**src/sv/agm_pkg.sv**
```systemverilog
// agm_pkg: shared constants, register codes and types of the axle gap matcher
// no dependencies; imported by every other file of the block but agm_checker
package agm_pkg;

	localparam int GAP_BITS_DEF = 16;
	localparam int FRAC_BITS    = 16;
	localparam int NUM_GAPS     = 5;
	localparam int CFG_IDX_BITS = 3;
	localparam int DIST_BITS    = 32;
	localparam int SQ_BITS      = 64;
	localparam int TERM_BITS    = SQ_BITS - FRAC_BITS;
	localparam int SUM_BITS     = TERM_BITS + 3;

	// reference register indexes
	typedef enum logic [CFG_IDX_BITS-1:0] {
		REG_LEFT_GAP        = 3'd0,
		REG_LEFT_BOGEY_GAP  = 3'd1,
		REG_MID_GAP         = 3'd2,
		REG_RIGHT_BOGEY_GAP = 3'd3,
		REG_RIGHT_GAP       = 3'd4
	} reg_idx_t;

	// plausibility flags of one transaction
	typedef struct packed {
		logic gaps_plausible;
		logic right_bogey_plausible;
		logic right_bogey_convincing;
	} flags_t;

endpackage

```
**src/sv/agm_div.sv**
```systemverilog
// agm_div: pipelined restoring divider, one quotient bit per stage
// computes (dvd << FRAC_BITS) / dvs; depends on agm_pkg
module agm_div #(
	parameter int GAP_BITS = agm_pkg::GAP_BITS_DEF
) (
	input  logic                                   clk,
	input  logic                                   en,
	input  logic [GAP_BITS-1:0]                    dvd,
	input  logic [GAP_BITS-1:0]                    dvs,
	input  logic                                   act_in,
	output logic [GAP_BITS+agm_pkg::FRAC_BITS-1:0] ratio,
	output logic                                   act_out
);
	import agm_pkg::*;

	localparam int Q = GAP_BITS + FRAC_BITS;

	logic [GAP_BITS-1:0] rem_s [1:Q];
	logic [Q-1:0]        num_s [1:Q];
	logic [Q-1:0]        quo_s [1:Q];
	logic [GAP_BITS-1:0] dvs_s [1:Q];
	logic                act_s [1:Q];

	// one trial subtraction per stage
	for (genvar k = 0; k < Q; k++) begin : g_stage
		logic [GAP_BITS-1:0] rem_i, dvs_i;
		logic [Q-1:0]        num_i, quo_i;
		logic                act_i;
		logic [GAP_BITS:0]   trial;
		logic                ge;

		// stage zero feeds straight from the inputs
		if (k == 0) begin : g_first
			assign rem_i = '0;
			assign num_i = {dvd, {FRAC_BITS{1'b0}}};
			assign quo_i = '0;
			assign dvs_i = dvs;
			assign act_i = act_in;
		end else begin : g_next
			assign rem_i = rem_s[k];
			assign num_i = num_s[k];
			assign quo_i = quo_s[k];
			assign dvs_i = dvs_s[k];
			assign act_i = act_s[k];
		end

		assign trial = {rem_i, num_i[Q-1]};
		assign ge    = trial >= {1'b0, dvs_i};

		always_ff @(posedge clk) begin
			if (en) begin
				rem_s[k+1] <= ge ? GAP_BITS'(trial - {1'b0, dvs_i}) : trial[GAP_BITS-1:0];
				num_s[k+1] <= {num_i[Q-2:0], 1'b0};
				quo_s[k+1] <= {quo_i[Q-2:0], ge};
				dvs_s[k+1] <= dvs_i;
				act_s[k+1] <= act_i;
			end
		end
	end

	assign ratio   = quo_s[Q];
	assign act_out = act_s[Q];

endmodule

```
**config.mk**
```make
export PLATFORM = sky130hd
export DESIGN_NAME = agm_div
export DESIGN_NICKNAME = d
export VERILOG_FILES = /design/src/sv/agm_pkg.sv /design/src/sv/agm_div.sv
export SDC_FILE = /design/constraint.sdc
export NUM_CORES = 2
export LEC_CHECK = 0
export BUFFER_PORTS_ARGS = -buffer_cell sky130_fd_sc_hd__buf_2
export CAP_MARGIN = 20
export CORE_ASPECT_RATIO = 1.4
export CORE_MARGIN = 2
export CORE_UTILIZATION = 53
export CTS_BUF_LIST = sky130_fd_sc_hd__clkbuf_16
export DETAILED_ROUTE_END_ITERATION = 8
export PLACE_DENSITY_LB_ADDON = 0.2
export SLEW_MARGIN = 10
export SYNTH_ARGS = -nofsm -noshare
export SYNTH_HDL_FRONTEND = slang
export SYNTH_SLANG_ARGS = --single-unit
export TNS_END_PERCENT = 30
```
**constraint.sdc**
```tcl
create_clock -name clk -period 3.6 [get_ports clk]
set_clock_uncertainty 0.1 [all_clocks]
set_input_delay 0.18 -clock clk [delete_from_list [all_inputs] [get_ports clk]]
set_output_delay 0.18 -clock clk [all_outputs]
set_load 0.05 [all_outputs]
```
==> impl_metrics.yaml <==
run_status:
  result_of_the_run: "completed"
global_route:
  first_global_vias: 47500
  grt_start_max_net_pins: 146
  grt.overflow.total: 0
  antenna_found_initial: 1
  grtUsageTotal_pct: 20.5
  grt_pass1_wl_mm: 250
floorplanning:
  start_util_pct: 53.3
  core_footprint_mm2: 0.151
  design.portCount: 68
  placementRows: 169
  die_area_mm2: 0.155
  fp.dieH_um: 465
  horizontal_die_dimension_um: 334
placed_design:
  detailedPlacementHpwl_mm: 117
  port_buffers: 67
  placed_cells_incl_taps: 8039
  finalWeightedCongestion: 0.888
critical_path:
  critical_path.endpoint_type: "flop"
  crit_arrival_ns: 3.88
  critical_path_type: "flop to flop"
  crit_fanout: 16
  crit_path_cell_trace: "inv_1 -> ha_1 -> nor2b_1 -> o31a_1 -> o31ai_2 -> a31oi_1 -> a211o_1 -> o2111ai_2 -> nand2_2 -> mux2_4"
  setup.worst_path.start_class: "flop"
  crit_required_ns: 4.06
  critical_path.slowest_cell: "edfxtp_1"
  critPathMaxStageDelay_ns: 0.46
finish:
  layout.cells.most_common_list: "edfxtp_1 (1672), inv_1 (665), ha_1 (497), nand2_1 (349), nor2_1 (321)"
  post_route_cells_drive_above_1_share_pct: 12.1
  area.growth.synth_to_final_pct: 11.9
  finalNetCount: 6867
  leading_cell_type_in_the_layout_fill_and_taps_excluded: "edfxtp_1"
  final-instance-count-excl-fill: 8401
synthesis:
  netlist-cell-type-count: 97
  postSynthAreaPerCell_um2: 13.5
  synthFlopType: "edfxtp_1"
  area_of_the_mapped_netlist_mm2: 0.0806
  synth-warning-count: 0
  synth-edff-count: 1672
  synth_seq_cells: 1672
  syn-instance-count: 5984
  mappedNetlistNets: 6546
  synth-async-reset-ratio_pct: 0
  yosysSeqAreaShare_pct: 62.3
detailed_routing:
  drc: 0
  postRouteAntennaNets: 0
  finalWirelength_mm: 160
  wl_per_cell_um: 19.0
  firstDrtPassIters: 7
  routed_via_density: 5.57
  detailroute.via_count: 46800
  dr.first_iter.drc_count: 2847
pwr:
  power-per-cell-area_mw_per_mm2: 878
  vdd.ir_drop.worst_uv: 570
  leakagePower_nw: 35.6
timing:
  finalHoldViolCount: 0
  fin_hold_ws_ns: 0.0855
  transition_at_the_pin_with_the_smallest_max_transition_slack_ns: 0.946
  finalWorstPathRequiredPeriod_ns: 3.42
  worst_slew_margin_rel_pct: 36.9
  timing_max_transition_violations_final: 0
  setup-tns-final_ns: 0
  grt_setup_unrepaired: "false"
  clock.fmax_mhz: 293
  final_setup_violation_count: 0
  layout_worst_path_cycle_share_pct: 95.0
cts:
  tritoncts_num_sinks: 1672
  cts_setup_buffers: 0
  cts.path.max_buffers: 3
  cts_root_buffer: "clkbuf_16"
  worstSkewPairLatency_ns: 0.82
  path_clk_slew_ns: 0.06
  tritoncts.num_buffers: 165
  cts_tree: "done"
  htreeDepth: 4
flow_run:
  max_cap_viol_count: 0
min_path:
  kind_of_path_behind_the_tightest_hold_check: "primary input to flop"
[synthesized netlist by cell type (19+ instances only)]
| cell type | number | area (µm²) |
|---|---|---|
| mux2_4 | 76 | 1140 |
| nor3_1 | 115 | 576 |
| o31ai_1 | 42 | 315 |
| o31a_1 | 23 | 201 |
| o21ai_0 | 249 | 1250 |
| mux2i_1 | 46 | 460 |
| nand4_1 | 57 | 357 |
| nand2_1 | 349 | 1310 |
| a21oi_1 | 283 | 1420 |
| nor4_1 | 29 | 181 |
| nand2b_1 | 55 | 344 |
| or3_1 | 52 | 325 |
| nand3_1 | 92 | 460 |
| a31oi_1 | 29 | 181 |
| edfxtp_1 | 1672 | 50200 |
| nor2b_1 | 87 | 544 |
| clkbuf_1 | 19 | 71.3 |
| mux2_2 | 197 | 2220 |
| a21boi_0 | 22 | 165 |
| nor2_1 | 321 | 1200 |
| inv_1 | 641 | 2410 |
| or2_2 | 36 | 225 |
| o21a_1 | 66 | 495 |
| fa_1 | 30 | 601 |
| mux2_1 | 22 | 248 |
| and2_1 | 25 | 156 |
| ha_1 | 497 | 6220 |
| a21o_1 | 98 | 736 |
| o211ai_1 | 42 | 315 |
| xor2_1 | 105 | 920 |
| a211oi_1 | 47 | 353 |
| and3_1 | 27 | 169 |
| xnor2_1 | 205 | 1800 |
[per-stage QoR]
| step | cell area (µm²) | setup slack, ns | power, mW | utilization [%] |
|---|---|---|---|---|
| 4_1_cts | 90100 | 0.0539 | 79.7 | 59.6 |
| 6_report | 90100 | 0.182 | 79.2 | 59.6 |
| 5_1_grt | 90100 | 0.0324 | 84.1 | 59.6 |
| 2_1_floorplan | 80600 | 0.639 | 53.8 | - |
| 3_5_place_dp | 83900 | 0.0456 | 61.7 | 55.5 |
| 3_3_place_gp | 83900 | 0.0447 | 61.0 | 55.5 |
[where the power goes]
| part | switching [mW] | internal (mW) | leakage (nW) | total [mW] |
|---|---|---|---|---|
| logic | 16.7 | 14.9 | 16.5 | 31.6 |
| clock network | 7.49 | 10.1 | 2.79 | 17.6 |
| registers | 2.51 | 27.5 | 16.3 | 30.0 |
[routing by layer]
| layer | vias to the layer above | track usage (%) | share of wire, % |
|---|---|---|---|
| li1 | 22900 | - | - |
| met1 | 22700 | 21.4 | 37 |
| met2 | 860 | 40.0 | 55 |
| met3 | 390 | 2.69 | 2.9 |
| met4 | 0 | 10.2 | 5.0 |
| met5 | - | 0 | 0 |
[sequential cells by signal, indices dropped and copies added (netlist names)]
signal	flops
act_s	32
rem_s	496
num_s	120
dvs_s	496
quo_s	528
[critical path, delay by kind of cell, from the launching register on]
family          cells  cell delay, ns
flops               1            0.46
simple gates        2            0.49
compound gates      5            1.33
buf+inv             1            0.07
mux                 1            0.40
fa+ha+maj           1            0.29
[area by class of cell]
class / instances / area (µm²)
Antenna cell: 2 / 5.00
Clock buffer: 165 / 4130
Clock inverter: 130 / 1420
Fill cell: 11700 / 61100
Inverter: 649 / 2440
Multi-Input combinational cell: 3607 / 27600
Sequential cell: 1672 / 50200
Tap cell: 1966 / 2460
Timing Repair Buffer: 210 / 1840
[logic make-up after synthesis]
kind of cell / count (synthesis) / share of synthesized area (%)
xor gates and xnor gates: 310 / 3.37
and+or+nand+nor: 1305 / 7.91
muxes: 341 / 5.05
DFF: 1672 / 62.3
adders and majority gates: 527 / 8.46
buffers and inverters: 705 / 3.46
AOI/OAI and AO/OA: 1124 / 9.44
[path summary, 6_finish.rpt]
path                                 from  slack (ns)                 endpoint  depth (start not counted)
hold / removal                     dvs[0]        0.09   dvs_s[0][16]$_DFFE_PP_                          2
setup / recovery  dvs_s[0][305]$_DFFE_PP_        0.18  rem_s[0][327]$_DFFE_PP_                         10
hold reg to reg   num_s[0][335]$_DFFE_PP_        0.30  num_s[0][367]$_DFFE_PP_                          0
setup reg to reg  dvs_s[0][305]$_DFFE_PP_        0.18  rem_s[0][327]$_DFFE_PP_                         10
[timing repair]
item / CTS / global route
hold buffers: 64 / 0
gates resized for setup: 0 / 6
endpoints found under the hold margin: 535 / 0
endpoints found under the setup margin: 0 / 58
No activity file was read; power rests on OpenSTA's default activity.
