$ cat src/sv/agm_pkg.sv
// agm_pkg: shared constants, register codes and types of the axle gap matcher
// no dependencies; imported by every other file of the block but agm_checker
package agm_pkg;

	localparam int GAP_BITS_DEF = 16;
	localparam int FRAC_BITS    = 16;
	localparam int NUM_GAPS     = 5;
	localparam int CFG_IDX_BITS = 3;
	localparam int DIST_BITS    = 32;
	localparam int SQ_BITS      = 64;
	localparam int TERM_BITS    = SQ_BITS - FRAC_BITS;
	localparam int SUM_BITS     = TERM_BITS + 3;

	// reference register indexes
	typedef enum logic [CFG_IDX_BITS-1:0] {
		REG_LEFT_GAP        = 3'd0,
		REG_LEFT_BOGEY_GAP  = 3'd1,
		REG_MID_GAP         = 3'd2,
		REG_RIGHT_BOGEY_GAP = 3'd3,
		REG_RIGHT_GAP       = 3'd4
	} reg_idx_t;

	// plausibility flags of one transaction
	typedef struct packed {
		logic gaps_plausible;
		logic right_bogey_plausible;
		logic right_bogey_convincing;
	} flags_t;

endpackage

$ cat src/sv/agm_checks.sv
// agm_checks: rational-factor plausibility checks on one measured geometry
// combinational; depends on agm_pkg for flags_t
module agm_checks #(
	parameter int GAP_BITS = agm_pkg::GAP_BITS_DEF
) (
	input  logic [GAP_BITS-1:0] left_gap,
	input  logic                left_gap_valid,
	input  logic [GAP_BITS-1:0] left_bogey_gap,
	input  logic [GAP_BITS-1:0] mid_gap,
	input  logic [GAP_BITS-1:0] right_bogey_gap,
	input  logic [GAP_BITS-1:0] right_gap,
	input  logic                right_gap_valid,
	input  logic [GAP_BITS-1:0] ref_left_gap,
	input  logic [GAP_BITS-1:0] ref_left_bogey_gap,
	input  logic [GAP_BITS-1:0] ref_right_bogey_gap,
	input  logic [GAP_BITS-1:0] ref_right_gap,
	output agm_pkg::flags_t     flags
);
	import agm_pkg::*;

	localparam int PW = GAP_BITS + 7;

	// fails when a*q > p*r or a*p < q*r
	function automatic logic two_sided(input logic [GAP_BITS-1:0] a, input logic [GAP_BITS-1:0] r,
		input logic [6:0] p, input logic [6:0] q);
		logic [PW-1:0] aq, pr, ap, qr;
		aq = PW'(a) * PW'(q);
		pr = PW'(p) * PW'(r);
		ap = PW'(a) * PW'(p);
		qr = PW'(q) * PW'(r);
		return !((aq > pr) || (ap < qr));
	endfunction

	// fails when a*p < q*r
	function automatic logic too_short_ok(input logic [GAP_BITS-1:0] a,
		input logic [GAP_BITS-1:0] r, input logic [6:0] p, input logic [6:0] q);
		logic [PW-1:0] ap, qr;
		ap = PW'(a) * PW'(p);
		qr = PW'(q) * PW'(r);
		return !(ap < qr);
	endfunction

	logic ok_l, ok_r, ok_b, ok_m;

	always_comb begin
		ok_l = !left_gap_valid || (two_sided(left_gap, ref_left_gap, 7'd2, 7'd1)
			&& too_short_ok(left_gap, ref_left_bogey_gap, 7'd2, 7'd1));
		ok_r = !right_gap_valid || (two_sided(right_gap, ref_right_gap, 7'd2, 7'd1)
			&& too_short_ok(right_gap, ref_right_bogey_gap, 7'd2, 7'd1));
		ok_b = two_sided(left_bogey_gap, right_bogey_gap, 7'd6, 7'd5);
		// mid gap against whichever bogey exists, left first
		if (left_bogey_gap != '0) begin
			ok_m = too_short_ok(mid_gap, left_bogey_gap, 7'd67, 7'd100);
		end else if (right_bogey_gap != '0) begin
			ok_m = too_short_ok(mid_gap, right_bogey_gap, 7'd67, 7'd100);
		end else begin
			ok_m = 1'b0;
		end
		flags.gaps_plausible         = ok_l && ok_r && ok_b && ok_m;
		flags.right_bogey_plausible  = two_sided(right_bogey_gap, ref_right_bogey_gap, 7'd3, 7'd2);
		flags.right_bogey_convincing = two_sided(right_bogey_gap, ref_right_bogey_gap,
			7'd11, 7'd10);
	end

endmodule

$ cat config.mk
export PLATFORM = sky130hd
export DESIGN_NAME = agm_checks
export DESIGN_NICKNAME = d
export VERILOG_FILES = /design/src/sv/agm_pkg.sv /design/src/sv/agm_checks.sv
export SDC_FILE = /design/constraint.sdc
export NUM_CORES = 1
export LEC_CHECK = 0
export BUFFER_PORTS_ARGS = -buffer_cell sky130_fd_sc_hd__buf_2
export CORE_ASPECT_RATIO = 0.5
export CORE_MARGIN = 2
export CORE_UTILIZATION = 51
export DETAILED_ROUTE_END_ITERATION = 8
export PLACE_DENSITY = 0.71
export SLEW_MARGIN = 5
export SYNTH_ARGS = -nofsm -noshare
export SYNTH_HDL_FRONTEND = slang
export SYNTH_SLANG_ARGS = --single-unit
$ cat constraint.sdc
create_clock -name vclk -period 7.9
set_input_delay 0.395 -clock vclk [all_inputs]
set_output_delay 0.395 -clock vclk [all_outputs]
set_load 0.005 [all_outputs]
==> impl_metrics.json, run 1 <==
{
  "fillerInstances": 3007,
  "grt_util_all_layers_pct": 22.9,
  "startpoint": "right_bogey_gap[0]",
  "swShare_pct": 55.5,
  "syn-mean-instance-area_um2": 8.09,
  "rsz0062_at_grt": "no",
  "place_congestion": 0.880,
  "grt_max_degree": 13,
  "min_period_ns": 5.86,
  "antenna_found_initial": 3,
  "cp_max_fo": 9,
  "min_path_type": "in2out",
  "end_kind": "output port",
  "drv_slew": 0,
  "stdcell_area_um2": 17600,
  "cp.arrival_ns": 5.46,
  "drt_iter0_drc": 563,
  "core_area_um2": 31600,
  "initial_core_util_pct": 51.7,
  "wire_per_inst_um": 14.8,
  "post_cts_resized": 0,
  "place_area_um2": 17600,
  "path_class": "in2out",
  "port_buffers": 149,
  "regArea_um2": 0,
  "p_switching_mw": 1.39,
  "cts_hold_buf": 0,
  "slew_headroom_pct": 53.9,
  "required_ns": 7.51,
  "first_pass_iters": 5,
  "ys_types": 71,
  "finalSetupViolCount": 0,
  "final_cells": 2597,
  "synth.cell_area_um2": 16400,
  "drt-total-wl_um": 38300,
  "finalPower_mw": 2.50,
  "dp.cells": 2595,
  "die-area_um2": 33600,
  "drv_cap": 0,
  "hold_viol": 0,
  "syn_inst": 2020,
  "place_hpwl_um": 35000,
  "grt_pass1_vias": 13800,
  "nNetsFinal": 2935,
  "overflow": 0,
  "ys_seq_area_share_pct": 0,
  "ios": 149,
  "powerDensity_nw_per_um2": 142,
  "min_period_over_period_pct": 74.2,
  "vias": 14200,
  "synthesis.nets": 2790,
  "tightest_slew_ns": 0.686,
  "pwr-share-seq_pct": 0,
  "syn2layout_area_growth_pct": 7.65,
  "status": "completed",
  "synth_warnings": 0,
  "pwr-share-comb_pct": 100.0,
  "grt_pass1_wl_um": 64100,
  "clkbuf_count": 0,
  "seq_cells": 0,
  "drc": 0,
  "drive_gt1_share_pct": 8.37,
  "p_int_mw": 1.11,
  "cts_setup_buffers": 0,
  "die_x_um": 257,
  "cp-endpoint": "flags[2]",
  "ant_nets": 0,
  "p_leak_nw": 9.72,
  "tns_ns": 0,
  "peakVddDrop_v": 0.0000578,
  "rows": 46,
  "die_y_um": 131,
  "max_freq_mhz": 171,
  "power_frac_clock_pct": 0,
  "fin_util_pct": 55.7,
  "viasPerCell": 5.45,
  "critPathLaunchType": "primary input"
}
==> kinds of logic after synthesis <==
family	count (synthesis)	share of synthesized area, %
adders and majority gates	626	52.0
AOI/OAI and AO/OA	482	19.4
buffers and inverters	399	9.27
and+or+nand+nor	358	11.0
xor gates and xnor gates	154	8.30
muxes	1	0.0612
==> critical path, stage by stage <==
cell and delay [ns]:
buf_2 0.21, ha_1 0.23, inv_1 0.06, fa_1 0.53
inv_1 0.08, ha_1 0.31, inv_1 0.06, fa_1 0.45
nor2b_1 0.20, o31ai_2 0.10, a211oi_1 0.41, nor2_1 0.10
xor2_1 0.16, ha_1 0.29, a21oi_1 0.08, nor3b_1 0.14
o211ai_1 0.09, o211ai_1 0.13, maj3_1 0.35, o21ai_1 0.28
maj3_2 0.26, a31oi_1 0.09, o32ai_1 0.30, buf_2 0.16
==> worst min path at each step <==
| stage | cells past startpoint | slack, ns | from | end |
|---|---|---|---|---|
| after global placement | 5 | 1.24 | left_gap_valid | flags[2] |
| after global routing | 5 | 1.29 | left_gap_valid | flags[2] |
| after detailed placement | 5 | 1.25 | left_gap_valid | flags[2] |
| after floorplan | 3 | 0.98 | left_gap_valid | flags[2] |
| after CTS | 5 | 1.25 | left_gap_valid | flags[2] |
| final | 5 | 1.22 | left_gap_valid | flags[2] |
==> Yosys cell counts (4+ instances only) <==
library cell	instances	area, um^2
nand4_1	27	169
a2111oi_0	8	70.1
a21o_1	61	458
o21bai_1	25	188
and4_1	7	61.3
xnor2_1	101	885
o21ba_2	5	50.1
nand2_1	68	255
a311oi_1	4	35.0
o21ai_0	88	440
a21oi_1	126	631
nor2b_1	31	194
a41oi_1	4	35.0
xor2_1	52	455
and3_1	5	31.3
and2_1	9	56.3
a211oi_1	22	165
o21a_1	33	248
ha_1	535	6690
a31oi_1	23	144
nor3_1	36	180
o31a_1	7	61.3
nor3b_1	4	30.0
nand2b_1	13	81.3
o31ai_1	8	60.1
nor4_1	4	25.0
nor2_1	88	330
or2_2	11	68.8
fa_1	89	1780
o211ai_1	12	90.1
o22ai_1	5	31.3
nand3_1	39	195
o2111ai_1	12	105
a21boi_0	4	30.0
inv_1	393	1480
or3_1	6	37.5
a31o_2	7	61.3
==> cell usage in the layout, fill, tap and decap left out, types with 6 or more instances in the layout <==
| cell type | count |
|---|---|
| ha_1 | 535 |
| inv_1 | 393 |
| buf_2 | 149 |
| a21oi_1 | 126 |
| xnor2_1 | 101 |
| fa_1 | 89 |
| o21ai_0 | 88 |
| nor2_1 | 88 |
| nand2_1 | 68 |
| a21o_1 | 61 |
| xor2_1 | 52 |
| nand3_1 | 39 |
| nor3_1 | 36 |
| o21a_1 | 33 |
| nor2b_1 | 31 |
| nand4_1 | 27 |
| o21bai_1 | 25 |
| a31oi_1 | 23 |
| a211oi_1 | 22 |
| nand2b_1 | 13 |
| o211ai_1 | 12 |
| o2111ai_1 | 12 |
| or2_2 | 11 |
| and2_1 | 9 |
| o31ai_1 | 8 |
| a2111oi_0 | 8 |
| and4_1 | 7 |
| o31a_1 | 7 |
| a31o_2 | 7 |
| or3_1 | 6 |
==> per-stage QoR <==
| stage | setup slack (ns) | hold slack [ns] |
|---|---|---|
| final | 2.04 | 1.22 |
| after global routing | 1.66 | 1.29 |
| after CTS | 1.97 | 1.25 |
| after detailed placement | 1.97 | 1.25 |
| after global placement | 2.07 | 1.24 |
| after floorplan | 2.99 | 0.977 |
==> layer usage <==
metal / vias to the layer above / global-route usage (%) / part of all wire (%)
met2: 227 / 40.1 / 44
met4: 2 / 4.04 / 1.6
li1: 7355 / - / -
met5: - / 0 / 0.034
met3: 30 / 0.637 / 3.1
met1: 6537 / 32.3 / 51
==> power groups by stage <==
stage	logic, mW	clock network (mW)	registers (mW)
floorplan	1.90	0	0
global placement	2.45	0	0
detailed placement	2.49	0	0
CTS	2.51	0	0
global route	2.88	0.0000000339	0
finish	2.50	0.0000000339	0
==> layout make-up <==
type / instances / area, um^2 / share of cell area, %
Inverter: 393 / 1480 / 8.38
Multi-Input combinational cell: 1621 / 14800 / 84.3
Timing Repair Buffer: 149 / 746 / 4.24
Tap cell: 432 / 541 / 3.07
Antenna cell: 2 / 5.00 / 0.0284
(Power assumes the default switching activity.)
==> inputs of run 2 (changes only) <==
--- a/config.mk
+++ b/config.mk
@@ -5,12 +5,13 @@
 export SDC_FILE = /design/constraint.sdc
 export NUM_CORES = 1
 export LEC_CHECK = 0
+export ABC_AREA = 1
 export BUFFER_PORTS_ARGS = -buffer_cell sky130_fd_sc_hd__buf_2
 export CORE_ASPECT_RATIO = 0.5
 export CORE_MARGIN = 2
 export CORE_UTILIZATION = 51
 export DETAILED_ROUTE_END_ITERATION = 8
-export PLACE_DENSITY = 0.71
+export PLACE_DENSITY = 0.74
 export SLEW_MARGIN = 5
 export SYNTH_ARGS = -nofsm -noshare
 export SYNTH_HDL_FRONTEND = slang
==> constraint.sdc (replaced) <==
create_clock -name vclk -period 4.8
set_input_delay 0.24 -clock vclk [all_inputs]
set_output_delay 0.24 -clock vclk [all_outputs]
set_load 0.005 [all_outputs]
==> run 2 against run 1 <==
Effect of this change: synthesized cell count rose by 17%; largest power group unchanged; sequential share of layout area did not move; global-route usage rose by 1.2 points; non-clock buffer count rose by 21; critical path depth rose by 2; worst setup slack got worse by 1.8 ns; via count rose by 10%; combinational power rose by 75%; critical path type unchanged; total power rose by 75%.
==> impl_metrics.json, run 2 <==
{
  "rsz0062_at_grt": "yes",
  "hold_path_depth": 7,
  "cts_hold_buf": 0,
  "grt_max_degree": 11,
  "tightest_slew_ns": 0.544,
  "drc": 0,
  "hold_start": "left_gap_valid",
  "syn2layout_area_growth_pct": 10.1,
  "pwr-share-seq_pct": 0,
  "ant_nets": 0,
  "max_freq_mhz": 219,
  "swShare_pct": 59.4,
  "synth_top_area_cell": "ha_1",
  "vias": 15600,
  "drv_slew": 0,
  "grt_util_all_layers_pct": 24.2,
  "synth.area.top_cells": "ha_1 40%, inv_1 11%, fa_1 11%",
  "finalSetupViolCount": 0,
  "final_cells": 2969,
  "rows": 47,
  "first_pass_iters": 5,
  "seq_cells": 0,
  "status": "completed",
  "place_congestion": 0.950,
  "dp.cells": 2963,
  "clkbuf_count": 0,
  "synthesis.nets": 3128,
  "regArea_um2": 0,
  "syn-mean-instance-area_um2": 7.16,
  "powerDensity_nw_per_um2": 235,
  "nNetsFinal": 3300,
  "wire_per_inst_um": 14.2,
  "slew_headroom_pct": 63.5,
  "initial_core_util_pct": 51.5,
  "drv_cap": 0,
  "tns_ns": 0,
  "required_ns": 4.56,
  "min_period_over_period_pct": 95.3,
  "die-area_um2": 34700,
  "cp.arrival_ns": 4.33,
  "viasPerCell": 5.25,
  "critPathLaunchType": "primary input",
  "ys_types": 44,
  "place_hpwl_um": 38500,
  "peakVddDrop_v": 0.000110,
  "synth_simple_gate_area_share_pct": 17.0,
  "die_y_um": 133,
  "startpoint": "left_bogey_gap[2]",
  "min_period_ns": 4.57,
  "p_leak_nw": 10.8,
  "ios": 149,
  "ys_seq_area_share_pct": 0,
  "synth-xor-area-share_pct": 7.83,
  "drive_gt1_share_pct": 9.34,
  "synth_fa_ha_area_share_pct": 50.2,
  "synth.cell_area_um2": 16900,
  "drt_iter0_drc": 581,
  "cp_slowest_cell": "fa_1",
  "synth_warnings": 0,
  "synth.top_cells.by_count": "535 x ha_1, 507 x inv_1, 390 x nand2_1",
  "power_frac_clock_pct": 0,
  "core_area_um2": 32800,
  "antenna_found_initial": 0,
  "min_path_type": "in2out",
  "final_cell_mix": "520 x ha_1, 502 x inv_1, 390 x nand2_1, 216 x a21oi_1, 145 x buf_2",
  "final_common_cell": "ha_1",
  "end_kind": "output port",
  "p_int_mw": 1.78,
  "overflow": 0,
  "die_x_um": 261,
  "p_switching_mw": 2.60,
  "synth_top_area_share_pct": 39.6,
  "path_class": "in2out",
  "grt_pass1_vias": 15200,
  "port_buffers": 149,
  "syn_inst": 2358,
  "finalPower_mw": 4.38,
  "fin_util_pct": 56.7,
  "cp_max_fo": 6,
  "max_stage_delay_ns": 0.48,
  "synthMuxAreaShare_pct": 0,
  "synth.most_common_cell": "ha_1",
  "antenna_cells": 0,
  "hold_viol": 0,
  "synth_top_family_by_area": "adder cells",
  "grt_pass1_wl_um": 69700,
  "synth_compound_area_share_pct": 13.7,
  "drt-total-wl_um": 42200,
  "pwr-share-comb_pct": 100.0
}
-- run 2: cell families (layout without fill, tap and decap cells) --
group,count (synthesis),count (layout)
simple gates,675,675
fa+ha+maj,624,624
buf+inv,508,678
compound gates,400,400
xor+xnor,151,151
-- run 2: metrics by stage --
step	worst slack (ns)	instance area [um^2]	hold WS, ns
2_1_floorplan	0.757	16900	0.677
3_3_place_gp	0.169	18300	1.18
3_5_place_dp	0.113	18300	1.17
4_1_cts	0.0835	18300	1.17
5_1_grt	-0.0619	18600	1.21
6_report	0.228	18600	1.18
-- run 2: final timing paths --
check,to,slack (ns)
worst max-delay path,flags[2],0.23
worst min-delay path,flags[2],1.18
-- run 2: power groups by stage --
stage                     registers [mW]  clock network (mW)  logic, mW
after floorplan                        0                   0       3.16
after detailed placement               0                   0       4.24
after CTS                              0                   0       4.27
final                                  0                   0       4.38
after global routing                   0                   0       5.01
after global placement                 0                   0       4.15
-- run 2: final cells by class --
cell class	instances	area (um^2)
timing repair buffer	170	913
fill	3132	14200
tap	441	552
multi-input combinational	1850	15200
inverter	508	1910
-- run 2: per-layer routing --
metal / share of wire [%] / track usage, %
met5: 0 / 0
met2: 46 / 43.6
met1: 49 / 32.7
met3: 3.8 / 0.900
met4: 1.5 / 3.38
-- run 2: what timing repair did --
item / CTS / global route
gates resized for setup: 0 / 50
buffers inserted: 0 / 6
setup endpoints to repair: 0 / 2
endpoints found under the hold margin: 0 / 0
-- run 2: critical path: cells and delay by family --
family,cells,cell delay [ns]
AO/OA/AOI/OAI,8,1.20
XOR/XNOR,1,0.15
adder cells (fa/ha/maj),5,1.77
buffers and inverters,5,0.43
AND/OR/NAND/NOR,7,0.55
==> inputs of run 3 (changes only) <==
--- a/config.mk
+++ b/config.mk
@@ -6,7 +6,7 @@
 export NUM_CORES = 1
 export LEC_CHECK = 0
 export ABC_AREA = 1
-export BUFFER_PORTS_ARGS = -buffer_cell sky130_fd_sc_hd__buf_2
+export BUFFER_PORTS_ARGS = -buffer_cell sky130_fd_sc_hd__buf_4
 export CORE_ASPECT_RATIO = 0.5
 export CORE_MARGIN = 2
 export CORE_UTILIZATION = 51
==> run 3 against run 2 <==
Effect of this change: count of clock-buffer cells in the layout unchanged; via count grew 0.55%; first-iteration DRC count grew 14%; worst setup slack gained 0.036 ns; utilization grew 0.97 points; total power increased by 1.1%; routed wire length is 0.93% higher; worst hold slack improved by 0.014 ns; global-route usage rose by 0.32 points; largest cell class unchanged.
==> impl_metrics.json, run 3 (synthesized netlist as in run 2, its figures left out) <==
{
  "status": "completed",
  "pwr-share-comb_pct": 100.0,
  "hold_viol": 0,
  "wire_per_inst_um": 14.4,
  "drt-total-wl_um": 42600,
  "antenna_found_initial": 0,
  "grt_util_all_layers_pct": 24.5,
  "grt_max_degree": 11,
  "rsz0062_at_grt": "yes",
  "nNetsFinal": 3293,
  "vias": 15700,
  "cp_max_fo": 6,
  "p_int_mw": 1.82,
  "critPathLaunchType": "primary input",
  "max_freq_mhz": 220,
  "grt_util_met2_pct": 43.8,
  "drc": 0,
  "final_common_cell": "ha_1",
  "p_leak_nw": 10.9,
  "core_area_um2": 32800,
  "port_buffers": 149,
  "required_ns": 4.56,
  "rows": 47,
  "cp.arrival_ns": 4.30,
  "clkbuf_count": 0,
  "dpl_worst_slack_ns": 0.0473,
  "crit_buf_inv": 5,
  "multiInputGateArea_um2": 15200,
  "min_period_ns": 4.54,
  "initial_core_util_pct": 51.5,
  "regArea_um2": 0,
  "stdcell_area_um2": 18900,
  "pwr-share-seq_pct": 0,
  "syn2layout_area_growth_pct": 12.0,
  "antenna_cells": 0,
  "crit_family": "adder cells",
  "die-area_um2": 34700,
  "drt_iter0_drc": 663,
  "drv_slew": 0,
  "dp.cells": 2956,
  "hold_slack_ns": 1.19,
  "viasPerCell": 5.29,
  "overflow": 0,
  "min_path_type": "in2out",
  "drive_gt1_share_pct": 9.20,
  "die_y_um": 133,
  "place_hpwl_um": 38600,
  "grt_use_met1_pct": 33.6,
  "swShare_pct": 58.8,
  "ant_nets": 0,
  "first_pass_iters": 5,
  "cts_hold_buf": 0,
  "finalPower_mw": 4.43,
  "powerDensity_nw_per_um2": 234,
  "end_kind": "output port",
  "drv_cap": 0,
  "p_switching_mw": 2.60,
  "place_congestion": 0.950,
  "grt_pass1_wl_um": 70600,
  "place_area_um2": 18600,
  "grt-busiest-layer": "met2",
  "grt_pass1_vias": 15400,
  "cp_common_cell": "nand2_1",
  "cp_slowest_cell": "fa_1",
  "max_stage_delay_ns": 0.50,
  "peakVddDrop_v": 0.000125,
  "final_cell_mix": "518 x ha_1, 503 x inv_1, 390 x nand2_1, 216 x a21oi_1, 162 x buf_4",
  "slew_headroom_pct": 60.1,
  "use_met3_pct": 0.498,
  "ios": 149,
  "min_period_over_period_pct": 94.5,
  "power_frac_clock_pct": 0,
  "tightest_slew_ns": 0.592,
  "path_class": "in2out",
  "setup_ws_ns": 0.264,
  "finalSetupViolCount": 0,
  "die_x_um": 261,
  "fillerInstances": 3082,
  "final_cells": 2962,
  "seq_cells": 0
}
## run 3: cell types whose count changed in the layout (fill, tap and decap cells not counted), moves of 2 or more
cell      before  now
clkbuf_4       3    0
ha_1         520  518
nor2_1       102  100
buf_4         22  162
a31oi_1       16   18
nor2_2         2    4
a21boi_1       3    1
buf_2        145    0
## run 3: path summary, 6_finish.rpt
check                               from  endpoint  slack [ns]  cells past startpoint
worst max-delay path  right_bogey_gap[7]  flags[2]        0.26                     29
worst min-delay path     right_gap_valid  flags[2]        1.19                      7
## run 3: layout make-up
cell class                      count  area share (%)
Tap cell                          441            2.92
Inverter                          508            10.1
Timing Repair Buffer              163            6.49
Multi-Input combinational cell   1850            80.5
## run 3: power by group through the flow
stage                     combinational (mW)  sequential (mW)  clock [mW]
final                                   4.43                0           0
after global routing                    5.08                0           0
after CTS                               4.30                0           0
after detailed placement                4.28                0           0
after global placement                  4.18                0           0
after floorplan                         3.16                0           0
## run 3: tightest hold or removal path: stages
cell	delay (ns)
buf_4	0.08
nand2_1	0.04
nand2_1	0.20
nor2_1	0.12
nand2_1	0.09
nor2_2	0.05
buf_4	0.12
## run 3: layer usage
layer | wire length (um) | vias to the layer above | part of all wire (%)
met5 | 0 | - | 0
met4 | 722 | 0 | 1.7
met3 | 1440 | 43 | 3.4
met2 | 19900 | 277 | 47
met1 | 20500 | 7202 | 48
li1 | - | 8140 | -
## run 3: stage by stage
stage                     TNS (ns)  utilization (%)
after floorplan                  0                -
after global placement           0             56.7
after detailed placement         0             56.7
after CTS                        0             56.7
after global routing       -0.0880             57.6
final                            0             57.6
## run 3: what timing repair did
action                     4_1_cts  5_1_grt
hold endpoints to repair         0        0
gates resized for setup          0       47
setup endpoints to repair        0        2
buffers inserted                 0        6
